===== src/rtl/drt_pkg.sv =====
// ----------------------------------------------------------------------------
// drt_pkg: shared types and constants for the divider and reload timer
// Register addresses, opcodes, sequencer states and the counter step record.
// ----------------------------------------------------------------------------
package drt_pkg;

    localparam logic [1:0] OP_TICK  = 2'd0;
    localparam logic [1:0] OP_READ  = 2'd1;
    localparam logic [1:0] OP_WRITE = 2'd2;

    localparam logic [15:0] ADDR_DIV  = 16'hFF04;
    localparam logic [15:0] ADDR_TIMA = 16'hFF05;
    localparam logic [15:0] ADDR_TMA  = 16'hFF06;
    localparam logic [15:0] ADDR_TAC  = 16'hFF07;

    localparam logic [7:0] TAC_READ_BASE = 8'hF8;
    localparam logic [7:0] UNMAPPED_READ = 8'hFF;
    localparam int unsigned TAC_ENABLE_POS = 2;

    localparam int unsigned CACC_W = 11;

    typedef enum logic {
        ST_IDLE,
        ST_RUN
    } t_state;

    typedef struct packed {
        logic                ge;
        logic                wrap;
        logic [CACC_W-1:0]   cacc_next;
        logic [7:0]          counter_next;
    } t_step;

    function automatic logic [CACC_W-1:0] rate_period(input logic [1:0] sel);
        logic [CACC_W-1:0] p;
        begin
            unique case (sel)
                2'd0:    p = CACC_W'(256 * 4);
                2'd1:    p = CACC_W'(4 * 4);
                2'd2:    p = CACC_W'(16 * 4);
                default: p = CACC_W'(64 * 4);
            endcase
            return p;
        end
    endfunction

endpackage


===== src/rtl/drt_step.sv =====
// ----------------------------------------------------------------------------
// drt_step: counter step unit
// Compares the prescale accumulator with the period, subtracts one period and
// advances the counter by one step with reload on wrap.
// ----------------------------------------------------------------------------
module drt_step (
    input  logic [drt_pkg::CACC_W-1:0] i_cacc,
    input  logic [drt_pkg::CACC_W-1:0] i_period,
    input  logic [7:0]                 i_counter,
    input  logic [7:0]                 i_reload,
    output drt_pkg::t_step             o_step
);
    import drt_pkg::*;

    always_comb begin
        o_step.ge           = (i_cacc >= i_period);
        o_step.cacc_next    = i_cacc - i_period;
        o_step.wrap         = (i_counter == 8'hFF);
        o_step.counter_next = o_step.wrap ? i_reload : (i_counter + 8'd1);
    end

endmodule


===== src/rtl/divider_and_reload_timer.sv =====
// ----------------------------------------------------------------------------
// divider_and_reload_timer: console divider / reload counter timer
// Ticks, bus reads and bus writes to the divider, counter, modulo and control
// registers; one result transfer per input transfer.
// ----------------------------------------------------------------------------
// A read, a write, an unused opcode or a tick with the counter disabled loads
// its result into the output register when accepted. A tick with the counter
// enabled adds the tick cycles to the held counter prescale and then steps:
// a single compare-and-subtract unit makes one counter step per cycle while
// the sum reaches the selected period, and the remainder is kept as the new
// prescale. The input is stalled while a tick is stepping and while an
// undelivered result blocks the output register.
module divider_and_reload_timer (
    input  logic        i_clk,
    input  logic        i_rst_n,
    input  logic        i_in_valid,
    output logic        o_in_stall,
    input  logic [1:0]  i_opcode,
    input  logic [15:0] i_address,
    input  logic [7:0]  i_write_data,
    input  logic [7:0]  i_cycles,
    output logic        o_out_valid,
    input  logic        i_out_stall,
    output logic [7:0]  o_read_data,
    output logic        o_timer_irq
);
    import drt_pkg::*;

    t_state              r_state, n_state;
    logic [7:0]          r_div_pre, n_div_pre;
    logic [7:0]          r_div, n_div;
    logic [9:0]          r_cnt_pre, n_cnt_pre;
    logic [7:0]          r_cnt, n_cnt;
    logic [7:0]          r_tma, n_tma;
    logic                r_en, n_en;
    logic [1:0]          r_sel, n_sel;
    logic [CACC_W-1:0]   r_cacc, n_cacc;
    logic                r_irq, n_irq;
    logic                r_out_valid, n_out_valid;
    logic [7:0]          r_rd, n_rd;
    logic                r_out_irq, n_out_irq;

    logic                out_free;
    logic                accept;
    logic [8:0]          div_acc;
    logic [CACC_W-1:0]   period;
    t_step               step;

    assign out_free = !r_out_valid || !i_out_stall;
    assign accept   = i_in_valid && !o_in_stall;
    assign div_acc  = {1'b0, r_div_pre} + {1'b0, i_cycles};
    assign period   = rate_period(r_sel);

    drt_step u_step (
        .i_cacc    (r_cacc),
        .i_period  (period),
        .i_counter (r_cnt),
        .i_reload  (r_tma),
        .o_step    (step)
    );

    // next state
    always_comb begin
        n_state = r_state;
        unique case (r_state)
            ST_IDLE: begin
                if (accept && i_opcode == OP_TICK && r_en) begin
                    n_state = ST_RUN;
                end
            end
            ST_RUN: begin
                if (!step.ge && out_free) begin
                    n_state = ST_IDLE;
                end
            end
            default: n_state = ST_IDLE;
        endcase
    end

    // datapath and outputs
    always_comb begin
        o_in_stall  = !(r_state == ST_IDLE && out_free);
        n_div_pre   = r_div_pre;
        n_div       = r_div;
        n_cnt_pre   = r_cnt_pre;
        n_cnt       = r_cnt;
        n_tma       = r_tma;
        n_en        = r_en;
        n_sel       = r_sel;
        n_cacc      = r_cacc;
        n_irq       = r_irq;
        n_rd        = r_rd;
        n_out_irq   = r_out_irq;
        n_out_valid = r_out_valid && i_out_stall;

        unique case (r_state)
            ST_IDLE: begin
                if (accept) begin
                    priority if (i_opcode == OP_TICK) begin
                        n_div_pre = div_acc[7:0];
                        if (div_acc[8]) begin
                            n_div = r_div + 8'd1;
                        end
                        if (r_en) begin
                            n_cacc = {1'b0, r_cnt_pre} + CACC_W'(i_cycles);
                            n_irq  = 1'b0;
                        end else begin
                            n_out_valid = 1'b1;
                            n_rd        = 8'd0;
                            n_out_irq   = 1'b0;
                        end
                    end else if (i_opcode == OP_READ) begin
                        n_out_valid = 1'b1;
                        n_out_irq   = 1'b0;
                        priority if (i_address == ADDR_DIV) begin
                            n_rd = r_div;
                        end else if (i_address == ADDR_TIMA) begin
                            n_rd = r_cnt;
                        end else if (i_address == ADDR_TMA) begin
                            n_rd = r_tma;
                        end else if (i_address == ADDR_TAC) begin
                            n_rd = TAC_READ_BASE | {5'd0, r_en, r_sel};
                        end else begin
                            n_rd = UNMAPPED_READ;
                        end
                    end else begin
                        n_out_valid = 1'b1;
                        n_rd        = 8'd0;
                        n_out_irq   = 1'b0;
                        if (i_opcode == OP_WRITE) begin
                            // unmapped writes fall through untouched
                            if (i_address == ADDR_DIV) begin
                                n_div = 8'd0;
                            end else if (i_address == ADDR_TIMA) begin
                                n_cnt = i_write_data;
                            end else if (i_address == ADDR_TMA) begin
                                n_tma = i_write_data;
                            end else if (i_address == ADDR_TAC) begin
                                n_en  = i_write_data[TAC_ENABLE_POS];
                                n_sel = i_write_data[1:0];
                            end
                        end
                    end
                end
            end
            ST_RUN: begin
                if (step.ge) begin
                    n_cacc = step.cacc_next;
                    n_cnt  = step.counter_next;
                    n_irq  = r_irq | step.wrap;
                end else if (out_free) begin
                    n_cnt_pre   = r_cacc[9:0];
                    n_out_valid = 1'b1;
                    n_rd        = 8'd0;
                    n_out_irq   = r_irq;
                end
            end
            default: ;
        endcase
    end

    always_ff @(posedge i_clk) begin
        if (!i_rst_n) begin
            r_state     <= ST_IDLE;
            r_div_pre   <= '0;
            r_div       <= '0;
            r_cnt_pre   <= '0;
            r_cnt       <= '0;
            r_tma       <= '0;
            r_en        <= 1'b0;
            r_sel       <= '0;
            r_irq       <= 1'b0;
            r_out_valid <= 1'b0;
        end else begin
            r_state     <= n_state;
            r_div_pre   <= n_div_pre;
            r_div       <= n_div;
            r_cnt_pre   <= n_cnt_pre;
            r_cnt       <= n_cnt;
            r_tma       <= n_tma;
            r_en        <= n_en;
            r_sel       <= n_sel;
            r_irq       <= n_irq;
            r_out_valid <= n_out_valid;
        end
    end

    always_ff @(posedge i_clk) begin
        r_cacc    <= n_cacc;
        r_rd      <= n_rd;
        r_out_irq <= n_out_irq;
    end

    assign o_out_valid = r_out_valid;
    assign o_read_data = r_rd;
    assign o_timer_irq = r_out_irq;

endmodule

===== config.mk =====
export PLATFORM = sky130hd
export DESIGN_NAME = divider_and_reload_timer
export DESIGN_NICKNAME = d
export VERILOG_FILES = /design/src/rtl/drt_pkg.sv /design/src/rtl/drt_step.sv /design/src/rtl/divider_and_reload_timer.sv
export SDC_FILE = /design/constraint.sdc
export NUM_CORES = 1
export LEC_CHECK = 0
export BUFFER_PORTS_ARGS = -buffer_cell sky130_fd_sc_hd__buf_2
export CAP_MARGIN = 10
export CORE_UTILIZATION = 53
export CTS_BUF_LIST = sky130_fd_sc_hd__clkbuf_16
export DETAILED_ROUTE_END_ITERATION = 8
export HOLD_SLACK_MARGIN = 0.06
export PLACE_DENSITY = 0.84
export SLEW_MARGIN = 20
export SYNTH_ARGS = -nofsm -noshare
export SYNTH_HDL_FRONTEND = slang
export SYNTH_SLANG_ARGS = --single-unit

===== constraint.sdc =====
create_clock -name i_clk -period 2.1 [get_ports i_clk]
set_input_delay 0.42 -clock i_clk [delete_from_list [all_inputs] [get_ports i_clk]]
set_output_delay 0.42 -clock i_clk [all_outputs]
set_load 0.01 [all_outputs]

==> qor.csv, run 1 <==
stage;metric;value;unit
run_status;status;complete, but fails checks;
run_status;violations in the final reports;negative setup slack;
clocking;Max Root-Sink Buffers;2;
finish;Antenna Cells;0;
grt;initial antenna violation count;0;
synth;Synth top cells by count;62 x nand2_1, 48 x dfxtp_1, 34 x nor2_1, 30 x mux2i_1, 23 x ha_1;
synth;Synth Register Bits;68;
clocking;H-tree Lvls;3;
detailed_routing;vias post-DR;4178;
power;NetSw;0.000758;W
critical_path;Most Frequent Cell on Critical Path;or2_4;
floorplanning;core area;7770;um2
grt;remaining global-route overflow;0;
placement;# port buffers;48;
detailed_routing;drt drc;0;
power;VDD IR max;0.403;mV
critical_path;Crit path required time;2.14;ns
synth;largest family of logic cells by synthesized area;simple AND/OR/NAND/NOR gates;
synth;Netlist Area Pre-Place;4290;um2
placement;RePlAce Congestion;0.979;
detailed_routing;First-pass DRT Iterations;5;
critical_path;Largest stage delay, worst path;0.35;ns
detailed_routing;DRT iter0 DRCs;358;
clocking;Clock Tree Root;clkbuf_16;
finish;Syn-to-layout area delta;26.0;%
synth;sequential-to-total area share from yosys stat;36.4;%
detailed_routing;routed len/inst;17.3;um
job;number of max-cap violations;0;
timing;Slew Limit Headroom;61.0;%
timing;slew at the pin with the worst max-slew slack;0.585;ns
grt;pin count of the biggest net entering global routing;59;
floorplanning;FP Rows;32;
floorplanning;I/O pin cnt;49;
synth;Syn Nets;551;
synth;Synth Area in Simple Gates;23.6;%
finish;post-route cell area;5400;um2
critical_path;Worst path slowest cell;dfxtp_2;
timing;clk_skew;0.00546;ns
timing;fmax;461;MHz
synth;most common cell in the netlist;nand2_1;
synth;Post-Synth Adder-Cell Area;7.64;%
floorplanning;Die Y;92.0;um
finish;Final #Nets;637;
timing;Pins Over Slew Limit;0;
timing;setup ws final;-0.0681;ns
critical_path;crit path capture type;flop;
critical_path;Max FO, Critical Path;5;
power;Sw Share;24.9;%
synth;Syn. warnings;0;
min_path;HP Class;in2reg;
synth;Synth top area share;22.4;%
clocking;CTS clk-pin slew, worst paths;0.06;ns
power;internal power;0.00229;W
min_path;Hold Startpoint;i_write_data[5];
floorplanning;DIE WIDTH;92.0;um
finish;ratio of cells with drive above 1 in the final layout;26.4;%
critical_path;Startpoint Class;flop;
synth;Mapped Avg Cell Area;8.79;um2
critical_path;reg2reg start;r_sel[1]$_SDFFE_PN0P_;
clocking;CTS tree;done;
timing;setup violators final;20;
power;sequential power share;45.2;%
power;total power;0.00305;W
critical_path;worst path cell trace;or2_4 > ha_4 > or3_4 > a41oi_4 > o2bb2ai_2 > and3_4 > or2_4;
synth;Compound-Gate Fraction of Synth Area;18.6;%
timing;Tmin final;2.17;ns
placement;DP Worst Slack;-0.268;ns
synth;largest cells by area after synthesis;dfxtp_1 22%, edfxtp_1 14%, mux2i_1 7.0%;
detailed_routing;post-DR vias/cell;6.14;
grt;first-pass GRT wire length;19000;um
clocking;Clk Latency, worst-skew pair;0.33;ns
critical_path;Worst Path Arrival;2.21;ns
power;PD cells;564;nW/um2
clocking;Num CTS Buffers;9;
synth;Post-synth EDFFs;20;
placement;post-detail-place hpwl;7940;um
power;leakage;2.25;nW
finish;post-layout util;69.6;%
power;clock power share;45.1;%
placement;Cell Area, Placed;4900;um2
floorplanning;die footprint;8460;um2
detailed_routing;Routed Antenna Nets;0;
critical_path;setup slack, reg-to-reg;-0.07;ns
floorplanning;Initial Utilization;55.2;%
timing;Fin. Hold Viols;0;
synth;mux contribution to synthesized area;7.26;%
timing;part of the cycle the worst path needs;103;%
grt;vias in the first global route;4122;
synth;fraction of synthesized cell area in xor and xnor cells;2.86;%
grt;global-route usage over all layers;28.4;%
synth;largest area contributor in the netlist;dfxtp_1;
critical_path;Critical Path Source;r_sel[1]$_SDFFE_PN0P_;
synth;Syn Inst Count;488;
synth;Post-synth ARST share;0;%
detailed_routing;overall routed net length;11800;um
clocking;CTS Sinks;68;
timing;setup TNS;-0.809;ns
critical_path;critical setup path kind;reg2reg;
synth;Unique masters post-synth;63;
synth;top_reg_cell synth;dfxtp_1;
power;combinational power share;9.8;%
timing;RSZ-0062 raised after global routing;yes;
## through the flow
step                instances  hold WS [ns]
floorplan                 488         0.438
global placement          658         0.448
detailed placement        658         0.455
CTS                       678         0.341
global route              681         0.356
finish                    681         0.345
## sequential cells by signal (all words and copies together), names as in the netlist
name	count
r_tma	8
r_div	8
r_irq	1
r_cacc	11
r_cnt	8
o_read_data	8
r_sel	2
r_cnt_pre	10
o_timer_irq	1
o_out_valid	1
r_state	1
r_en	1
r_div_pre	8
## layout make-up
class / instances / area (um2)
inverters: 17 / 63.8
well taps: 102 / 128
clock inverters: 7 / 45.0
repair buffers: 97 / 636
flip-flops and latches: 68 / 1570
multi-input cells: 381 / 2740
fillers: 580 / 2360
clock buffers: 9 / 225
## power by group through the flow
stage               clock network, W  registers, W  logic, W
finish                       0.00137       0.00138  0.000298
global placement                   0       0.00140  0.000269
CTS                          0.00138       0.00138  0.000286
detailed placement                 0       0.00140  0.000282
global route                 0.00144       0.00138  0.000326
floorplan                          0       0.00141  0.000149
## worst max-delay path: cells and delay by family, from the launching register on
family                   cells  cell delay, ns
AND/OR/NAND/NOR              4            1.01
AO/OA/AOI/OAI                2            0.36
flip-flops                   1            0.35
adder cells (fa/ha/maj)      1            0.16
## layout by cell type, fill, tap and decap left out, types with 9 or more instances in the layout
cell,n
o21ai_0,17
mux2i_1,30
o211ai_1,11
ha_1,20
a211oi_1,9
clkbuf_16,9
edfxtp_1,20
inv_1,17
nand3_1,22
buf_2,48
a21oi_1,11
buf_4,44
nand2_1,62
nor2b_1,12
nor2_1,34
dfxtp_1,45
## per-layer routing
layer | track usage [%] | up-vias | wire length [um]
met5 | 0 | - | 0
met4 | 13.9 | 0 | 398
met3 | 6.22 | 34 | 733
met2 | 49.7 | 196 | 6000
met1 | 32.6 | 1964 | 4670
li1 | - | 1984 | -
## cells by family after synthesis
logic type               after synthesis
adder cells (fa/ha/maj)               25
flip-flops                            68
AND/OR/NAND/NOR                      197
buffers and inverters                 40
AO/OA/AOI/OAI                        113
multiplexers                          31
XOR/XNOR                              14
## worst paths after layout
| path | endpoint | cells past startpoint |
|---|---|---|
| worst max-delay path | o_read_data[6]$_SDFFCE_PP0P_ | 7 |
| worst min-delay path | r_tma[5]$_SDFFE_PN0P_ | 3 |
| worst max register to register | o_read_data[6]$_SDFFCE_PP0P_ | 7 |
| worst min register to register | r_cnt_pre[6]$_SDFFE_PN0P_ | 2 |
## what timing repair did
item | 4_1_cts | 5_1_grt
gates resized for setup | 22 | 22
buffers inserted | 3 | 3
gates cloned | 1 | 0
setup endpoints to repair | 36 | 45
hold buffers | 0 | 0
pin swaps | 4 | 16
No activity file was read; power rests on OpenSTA's default activity.
==> run 2, diff against run 1 <==
BUFFER_PORTS_ARGS = -buffer_cell sky130_fd_sc_hd__clkbuf_2   (was -buffer_cell sky130_fd_sc_hd__buf_2)
==> qor.csv, run 2 (synthesized netlist as in run 1, its figures left out) <==
stage;metric;value;unit;change
run_status;status;complete, but fails checks;;unchanged
run_status;violations in the final reports;negative setup slack;;unchanged
finish;Largest register FFs;11;;unchanged
floorplanning;die footprint;8460;um2;unchanged
power;PD cells;577;nW/um2;was 564 nW/um2
timing;setup ws final;-0.107;ns;was -0.0681 ns
finish;post-layout util;70.2;%;was 69.6%
placement;# port buffers;48;;unchanged
min_path;hold path depth;3;;unchanged
finish;Syn-to-layout area delta;27.0;%;was 26.0%
clocking;CTS clk-pin slew, worst paths;0.05;ns;was 0.06 ns
timing;fmax;453;MHz;was 461 MHz
placement;DP Worst Slack;-0.250;ns;was -0.268 ns
clocking;Num CTS Buffers;9;;unchanged
critical_path;Crit path buffers/inverters;0;;unchanged
finish;most frequent cells in the layout;61 x nand2_1, 48 x clkbuf_2, 44 x dfxtp_1;;was 62 x nand2_1, 48 x buf_2, 45 x dfxtp_1
floorplanning;Die Y;92.0;um;unchanged
finish;biggest regs;r_cacc: 11 flops, r_cnt_pre: 10 flops;;unchanged
critical_path;setup slack, reg-to-reg;-0.11;ns;was -0.07 ns
grt;remaining global-route overflow;0;;unchanged
grt;vias in the first global route;4060;;was 4,122
detailed_routing;drt drc;0;;unchanged
detailed_routing;DRT iter0 DRCs;274;;was 358
critical_path;Max FO, Critical Path;5;;unchanged
grt;GR Util met2;49.8;%;was 49.7%
finish;Largest Register;r_cacc;;unchanged
timing;part of the cycle the worst path needs;105;%;was 103%
timing;Tmin final;2.21;ns;was 2.17 ns
critical_path;Largest stage delay, worst path;0.34;ns;was 0.35 ns
floorplanning;DIE WIDTH;92.0;um;unchanged
placement;post-detail-place hpwl;8190;um;was 7940 um
clocking;Clk Latency, worst-skew pair;0.34;ns;was 0.33 ns
timing;setup TNS;-1.86;ns;was -0.809 ns
clocking;Max Root-Sink Buffers;2;;unchanged
critical_path;Worst path slowest cell;dfxtp_2;;unchanged
critical_path;CP delay by family, top;simple AND/OR/NAND/NOR gates;;unchanged
critical_path;reg2reg end;o_read_data[6]$_SDFFCE_PP0P_;;unchanged
power;VDD IR max;0.429;mV;was 0.403 mV
detailed_routing;vias post-DR;4232;;was 4,178
critical_path;Startpoint Class;flop;;unchanged
critical_path;crit path capture type;flop;;unchanged
detailed_routing;post-DR vias/cell;6.22;;was 6.14
critical_path;reg2reg start;r_sel[1]$_SDFFE_PN0P_;;unchanged
timing;setup violators final;33;;was 20
detailed_routing;overall routed net length;12300;um;was 11,800 um
finish;commonest non-fill, non-tap cell in the layout;nand2_1;;unchanged
finish;Final #Nets;636;;was 637
critical_path;worst path cell trace;or2_4 > ha_4 > or3_4 > a41oi_4 > o2bb2ai_4 > and3_4 > or2_4;;was or2_4 > ha_4 > or3_4 > a41oi_4 > o2bb2ai_2 > and3_4 > or2_4
grt;global-route usage over all layers;28.6;%;was 28.4%
floorplanning;core area;7770;um2;unchanged
detailed_routing;Routed Antenna Nets;0;;unchanged
timing;RSZ-0062 raised after global routing;yes;;unchanged
grt;first-pass GRT wire length;19000;um;unchanged
grt;initial antenna violation count;0;;unchanged
detailed_routing;First-pass DRT Iterations;5;;unchanged
min_path;Hold EP;r_tma[6]$_SDFFE_PN0P_;;was r_tma[5]$_SDFFE_PN0P_
min_path;HP Class;in2reg;;unchanged
critical_path;Worst Path Arrival;2.25;ns;was 2.21 ns
critical_path;critical setup path kind;reg2reg;;unchanged
placement;RePlAce Congestion;0.958;;was 0.979
detailed_routing;routed len/inst;18.1;um;was 17.3 um
timing;clk_skew;0.00774;ns;was 0.00546 ns
timing;Fin. Hold Viols;0;;unchanged
critical_path;Crit path required time;2.14;ns;about the same
timing;Fin Hold WS;0.360;ns;was 0.345 ns
grt;met1 Usage GRT;32.2;%;was 32.6%
finish;ratio of cells with drive above 1 in the final layout;26.8;%;was 26.4%
timing;slew at the pin with the worst max-slew slack;0.514;ns;was 0.585 ns
job;number of max-cap violations;0;;unchanged
floorplanning;Initial Utilization;55.2;%;unchanged
floorplanning;I/O pin cnt;49;;unchanged
critical_path;cells on worst reg2reg path;7;;unchanged
clocking;Clock Tree Root;clkbuf_16;;unchanged
min_path;Hold Startpoint;i_write_data[6];;was i_write_data[5]
clocking;H-tree Lvls;3;;unchanged
clocking;CTS tree;done;;unchanged
grt;GR peak layer;met2;;unchanged
power;leakage;2.28;nW;was 2.25 nW
finish;Antenna Cells;0;;unchanged
clocking;CTS Sinks;68;;unchanged
timing;Pins Over Slew Limit;0;;unchanged
grt;pin count of the biggest net entering global routing;37;;was 59
floorplanning;FP Rows;32;;unchanged
critical_path;Most Frequent Cell on Critical Path;or2_4;;unchanged
grt;GR met3 Demand/Resource;7.13;%;was 6.22%
timing;Slew Limit Headroom;65.4;%;was 61.0%
-- run 2: changes by cell type in the layout (fill, tap and decap cells not counted), sizes merged --
cell      previous run  this run
clkinvlp             2         1
buf                 97        48
clkinv               4         3
bufinv               0         1
inv                 18        19
clkbuf               9        57
-- run 2: power breakdown --
group	leakage (nW)	internal, W	switching, W
clock	0.148	0.000903	0.000563
combinational	1.56	0.000128	0.000174
sequential	0.572	0.00137	0.00000730
total	2.28	0.00240	0.000744
-- run 2: what timing repair did --
action / CTS / global route
cloned: 1 / 0
resized for setup: 21 / 31
buffers inserted: 0 / 5
endpoints found under the setup margin: 36 / 52
pin swaps: 11 / 19
hold buffers: 0 / 0
-- run 2: worst max-delay path by stage --
stage / endpoint / from / cells past startpoint
after detailed placement: r_tma[5]$_SDFFE_PN0P_ / i_address[4] / 7
final: o_read_data[6]$_SDFFCE_PP0P_ / r_sel[1]$_SDFFE_PN0P_ / 7
after global placement: r_tma[1]$_SDFFE_PN0P_ / i_address[4] / 7
after global routing: o_read_data[6]$_SDFFCE_PP0P_ / r_sel[1]$_SDFFE_PN0P_ / 8
after floorplan: r_tma[0]$_SDFFE_PN0P_ / i_address[4] / 6
after CTS: o_read_data[6]$_SDFFCE_PP0P_ / r_sel[1]$_SDFFE_PN0P_ / 7
-- run 2: final cells by class --
class	instances	area, um2
inverters	17	63.8
repair buffers	96	631
fillers	583	2320
multi-input cells	381	2780
clock buffers	9	225
clock inverters	7	60.1
flip-flops and latches	68	1570
well taps	102	128
-- run 2: through the flow --
step / area (um2) / power (W) / std cells
final: 5450 / 0.00314 / 680
after global routing: 5450 / 0.00323 / 680
after CTS: 5280 / 0.00313 / 675
after detailed placement: 4900 / 0.00168 / 658
after global placement: 4900 / 0.00167 / 658
after floorplan: 4310 / 0.00156 / 488
-- run 2: worst register-to-register path, stage by stage, from the launching register on --
cell and delay (ns):
dfxtp_2 0.34, or2_4 0.26, ha_4 0.16, or3_4 0.34, a41oi_4 0.24, o2bb2ai_4 0.15, and3_4 0.24, or2_4 0.19
-- run 2: layer usage --
metal / vias up / wire length, um
met5: - / 0
met4: 0 / 608
met3: 59 / 832
met2: 214 / 6180
met1: 1980 / 4710
li1: 1979 / -
==> run 3, diff against run 2 <==
REMOVE_ABC_BUFFERS = 1   (was default)
==> qor.csv, run 3 (synthesized netlist as in run 1, its figures left out) <==
stage;metric;value;unit;change
timing;fmax;450;MHz;was 453 MHz
clocking;hold buffers post-CTS;0;;unchanged
timing;clk_skew;0.00423;ns;was 0.00774 ns
detailed_routing;routed len/inst;18.4;um;was 18.1 um
finish;most frequent cells in the layout;62 x nand2_1, 56 x buf_4, 48 x clkbuf_2;;was 61 x nand2_1, 48 x clkbuf_2, 44 x dfxtp_1
timing;slew at the pin with the worst max-slew slack;0.469;ns;was 0.514 ns
grt;GR Util met2;50.3;%;was 49.8%
timing;part of the cycle the worst path needs;106;%;was 105%
floorplanning;FP Rows;32;;unchanged
floorplanning;Die Y;92.0;um;unchanged
finish;Layout fillers;567;;was 583
finish;biggest regs;r_cacc: 11 flops, r_cnt_pre: 10 flops;;unchanged
clocking;CTS tree;done;;unchanged
power;leakage;2.34;nW;was 2.28 nW
power;VDD IR max;0.481;mV;was 0.429 mV
finish;Largest register FFs;11;;unchanged
placement;# port buffers;48;;unchanged
detailed_routing;overall routed net length;12700;um;was 12,300 um
critical_path;setup slack, reg-to-reg;-0.12;ns;was -0.11 ns
floorplanning;I/O pin cnt;49;;unchanged
critical_path;Max FO, Critical Path;5;;unchanged
clocking;Clk Latency, worst-skew pair;0.33;ns;was 0.34 ns
min_path;HP Class;in2reg;;unchanged
floorplanning;Initial Utilization;55.2;%;unchanged
run_status;violations in the final reports;negative setup slack;;unchanged
placement;RePlAce Congestion;0.891;;was 0.958
critical_path;CP Capture Point;r_cnt[6]$_SDFFE_PN0P_;;was o_read_data[6]$_SDFFCE_PP0P_
timing;setup violators final;34;;was 33
finish;Final #Nets;648;;was 636
grt;pin count of the biggest net entering global routing;59;;was 37
floorplanning;core area;7770;um2;unchanged
timing;Slew Limit Headroom;68.7;%;was 65.4%
grt;global-route usage over all layers;30.8;%;was 28.6%
run_status;status;complete, but fails checks;;unchanged
clocking;Num CTS Buffers;9;;unchanged
finish;Syn-to-layout area delta;27.7;%;was 27.0%
detailed_routing;Routed Antenna Nets;0;;unchanged
critical_path;reg2reg end;r_cnt[6]$_SDFFE_PN0P_;;was o_read_data[6]$_SDFFCE_PP0P_
floorplanning;DIE WIDTH;92.0;um;unchanged
critical_path;crit path capture type;flop;;unchanged
grt;first-pass GRT wire length;20300;um;was 19,000 um
clocking;Clock Tree Root;clkbuf_16;;unchanged
detailed_routing;post-DR vias/cell;6.24;;was 6.22
detailed_routing;DRT iter0 DRCs;277;;was 274
grt;GR peak layer;met2;;unchanged
grt;vias in the first global route;4200;;was 4,060
finish;commonest non-fill, non-tap cell in the layout;nand2_1;;unchanged
timing;setup TNS;-2.07;ns;was -1.86 ns
power;total power;0.00312;W;was 0.00314 W
power;PD cells;569;nW/um2;was 577 nW/um2
detailed_routing;First-pass DRT Iterations;5;;unchanged
detailed_routing;vias post-DR;4317;;was 4,232
critical_path;cells on worst reg2reg path;9;;was 7
timing;Tmin final;2.22;ns;was 2.21 ns
critical_path;Critical Path Source;r_sel[0]$_SDFFE_PN0P_;;was r_sel[1]$_SDFFE_PN0P_
clocking;CTS Sinks;68;;unchanged
detailed_routing;drt drc;0;;unchanged
placement;post-detail-place hpwl;8630;um;was 8190 um
finish;Antenna Cells;0;;unchanged
finish;post-layout util;70.5;%;was 70.2%
floorplanning;die footprint;8460;um2;unchanged
clocking;H-tree Lvls;3;;unchanged
timing;RSZ-0062 raised after global routing;yes;;unchanged
grt;initial antenna violation count;0;;unchanged
timing;Fin. Hold Viols;0;;unchanged
finish;Largest Register;r_cacc;;unchanged
critical_path;critical setup path kind;reg2reg;;unchanged
timing;Fin Hold WS;0.337;ns;was 0.360 ns
critical_path;Crit path required time;2.34;ns;was 2.14 ns
grt;remaining global-route overflow;0;;unchanged
critical_path;reg2reg start;r_sel[0]$_SDFFE_PN0P_;;was r_sel[1]$_SDFFE_PN0P_
clocking;CTS clk-pin slew, worst paths;0.06;ns;was 0.05 ns
grt;met1 Usage GRT;39.1;%;was 32.2%
grt;GR met3 Demand/Resource;4.64;%;was 7.13%
timing;Pins Over Slew Limit;0;;unchanged
timing;setup ws final;-0.124;ns;was -0.107 ns
critical_path;Worst Path Arrival;2.47;ns;was 2.25 ns
critical_path;Startpoint Class;flop;;unchanged
clocking;Max Root-Sink Buffers;2;;unchanged
finish;ratio of cells with drive above 1 in the final layout;27.3;%;was 26.8%
job;number of max-cap violations;0;;unchanged
==> run 3: cell count changes in the layout (fill, tap and decap cells not counted), sizes merged <==
cell,before,now
clkbuf,57,59
buf,48,59
bufinv,1,0
==> run 3: how the worst min path moves through the flow <==
stage / start / endpoint / slack [ns] / cells past startpoint
3_5_place_dp: r_cnt_pre[7]$_SDFFE_PN0P_ / r_cnt_pre[7]$_SDFFE_PN0P_ / 0.46 / 2
3_3_place_gp: r_cnt_pre[2]$_SDFFE_PN0P_ / r_cnt_pre[2]$_SDFFE_PN0P_ / 0.45 / 2
6_report: i_write_data[6] / r_tma[6]$_SDFFE_PN0P_ / 0.34 / 3
4_1_cts: i_write_data[6] / r_tma[6]$_SDFFE_PN0P_ / 0.34 / 3
5_1_grt: i_write_data[5] / r_tma[5]$_SDFFE_PN0P_ / 0.38 / 3
2_1_floorplan: r_cnt_pre[0]$_SDFFE_PN0P_ / r_cnt_pre[0]$_SDFFE_PN0P_ / 0.44 / 2
==> run 3: report_power, final <==
group | switching (W) | leakage [nW] | internal (W)
Sequential | 0.00000905 | 0.572 | 0.00137
Clock | 0.000578 | 0.146 | 0.000856
Combinational | 0.000175 | 1.62 | 0.000131
==> run 3: layout make-up <==
cell class	count	area, um2	area share [%]
Multi-Input combinational cell	381	2710	49.4
Sequential cell	68	1570	28.6
Timing Repair Buffer	108	737	13.5
Clock buffer	10	250	4.57
Tap cell	102	128	2.33
Inverter	17	63.8	1.16
Clock inverter	6	30.0	0.548
==> run 3: what timing repair did <==
action,in CTS,in global routing
pin swaps,7,10
setup endpoints to repair,35,45
cloned,1,1
gates resized for setup,18,19
buffers inserted,1,5
==> run 3: metal layers <==
layer	part of all wire [%]	up-vias
met5	0	-
li1	-	1997
met4	3.4	0
met1	42	2091
met2	49	187
met3	5.7	42
==> run 3: worst max-delay path: stages, from the launching register on <==
cell and delay (ns):
dfxtp_2 0.33, or2_4 0.27, ha_4 0.16, or3_4 0.36
a41oi_2 0.18, buf_4 0.15, a21oi_2 0.06, buf_6 0.15
or2_4 0.25, a221oi_2 0.23
==> run 3: metrics by stage <==
| stage | setup WS (ns) | cells | instance area [um2] |
|---|---|---|---|
| detailed placement | -0.323 | 670 | 4990 |
| floorplan | -0.694 | 465 | 4200 |
| finish | -0.124 | 692 | 5480 |
| CTS | -0.0829 | 687 | 5350 |
| global route | -0.173 | 692 | 5480 |
| global placement | -0.221 | 670 | 4990 |
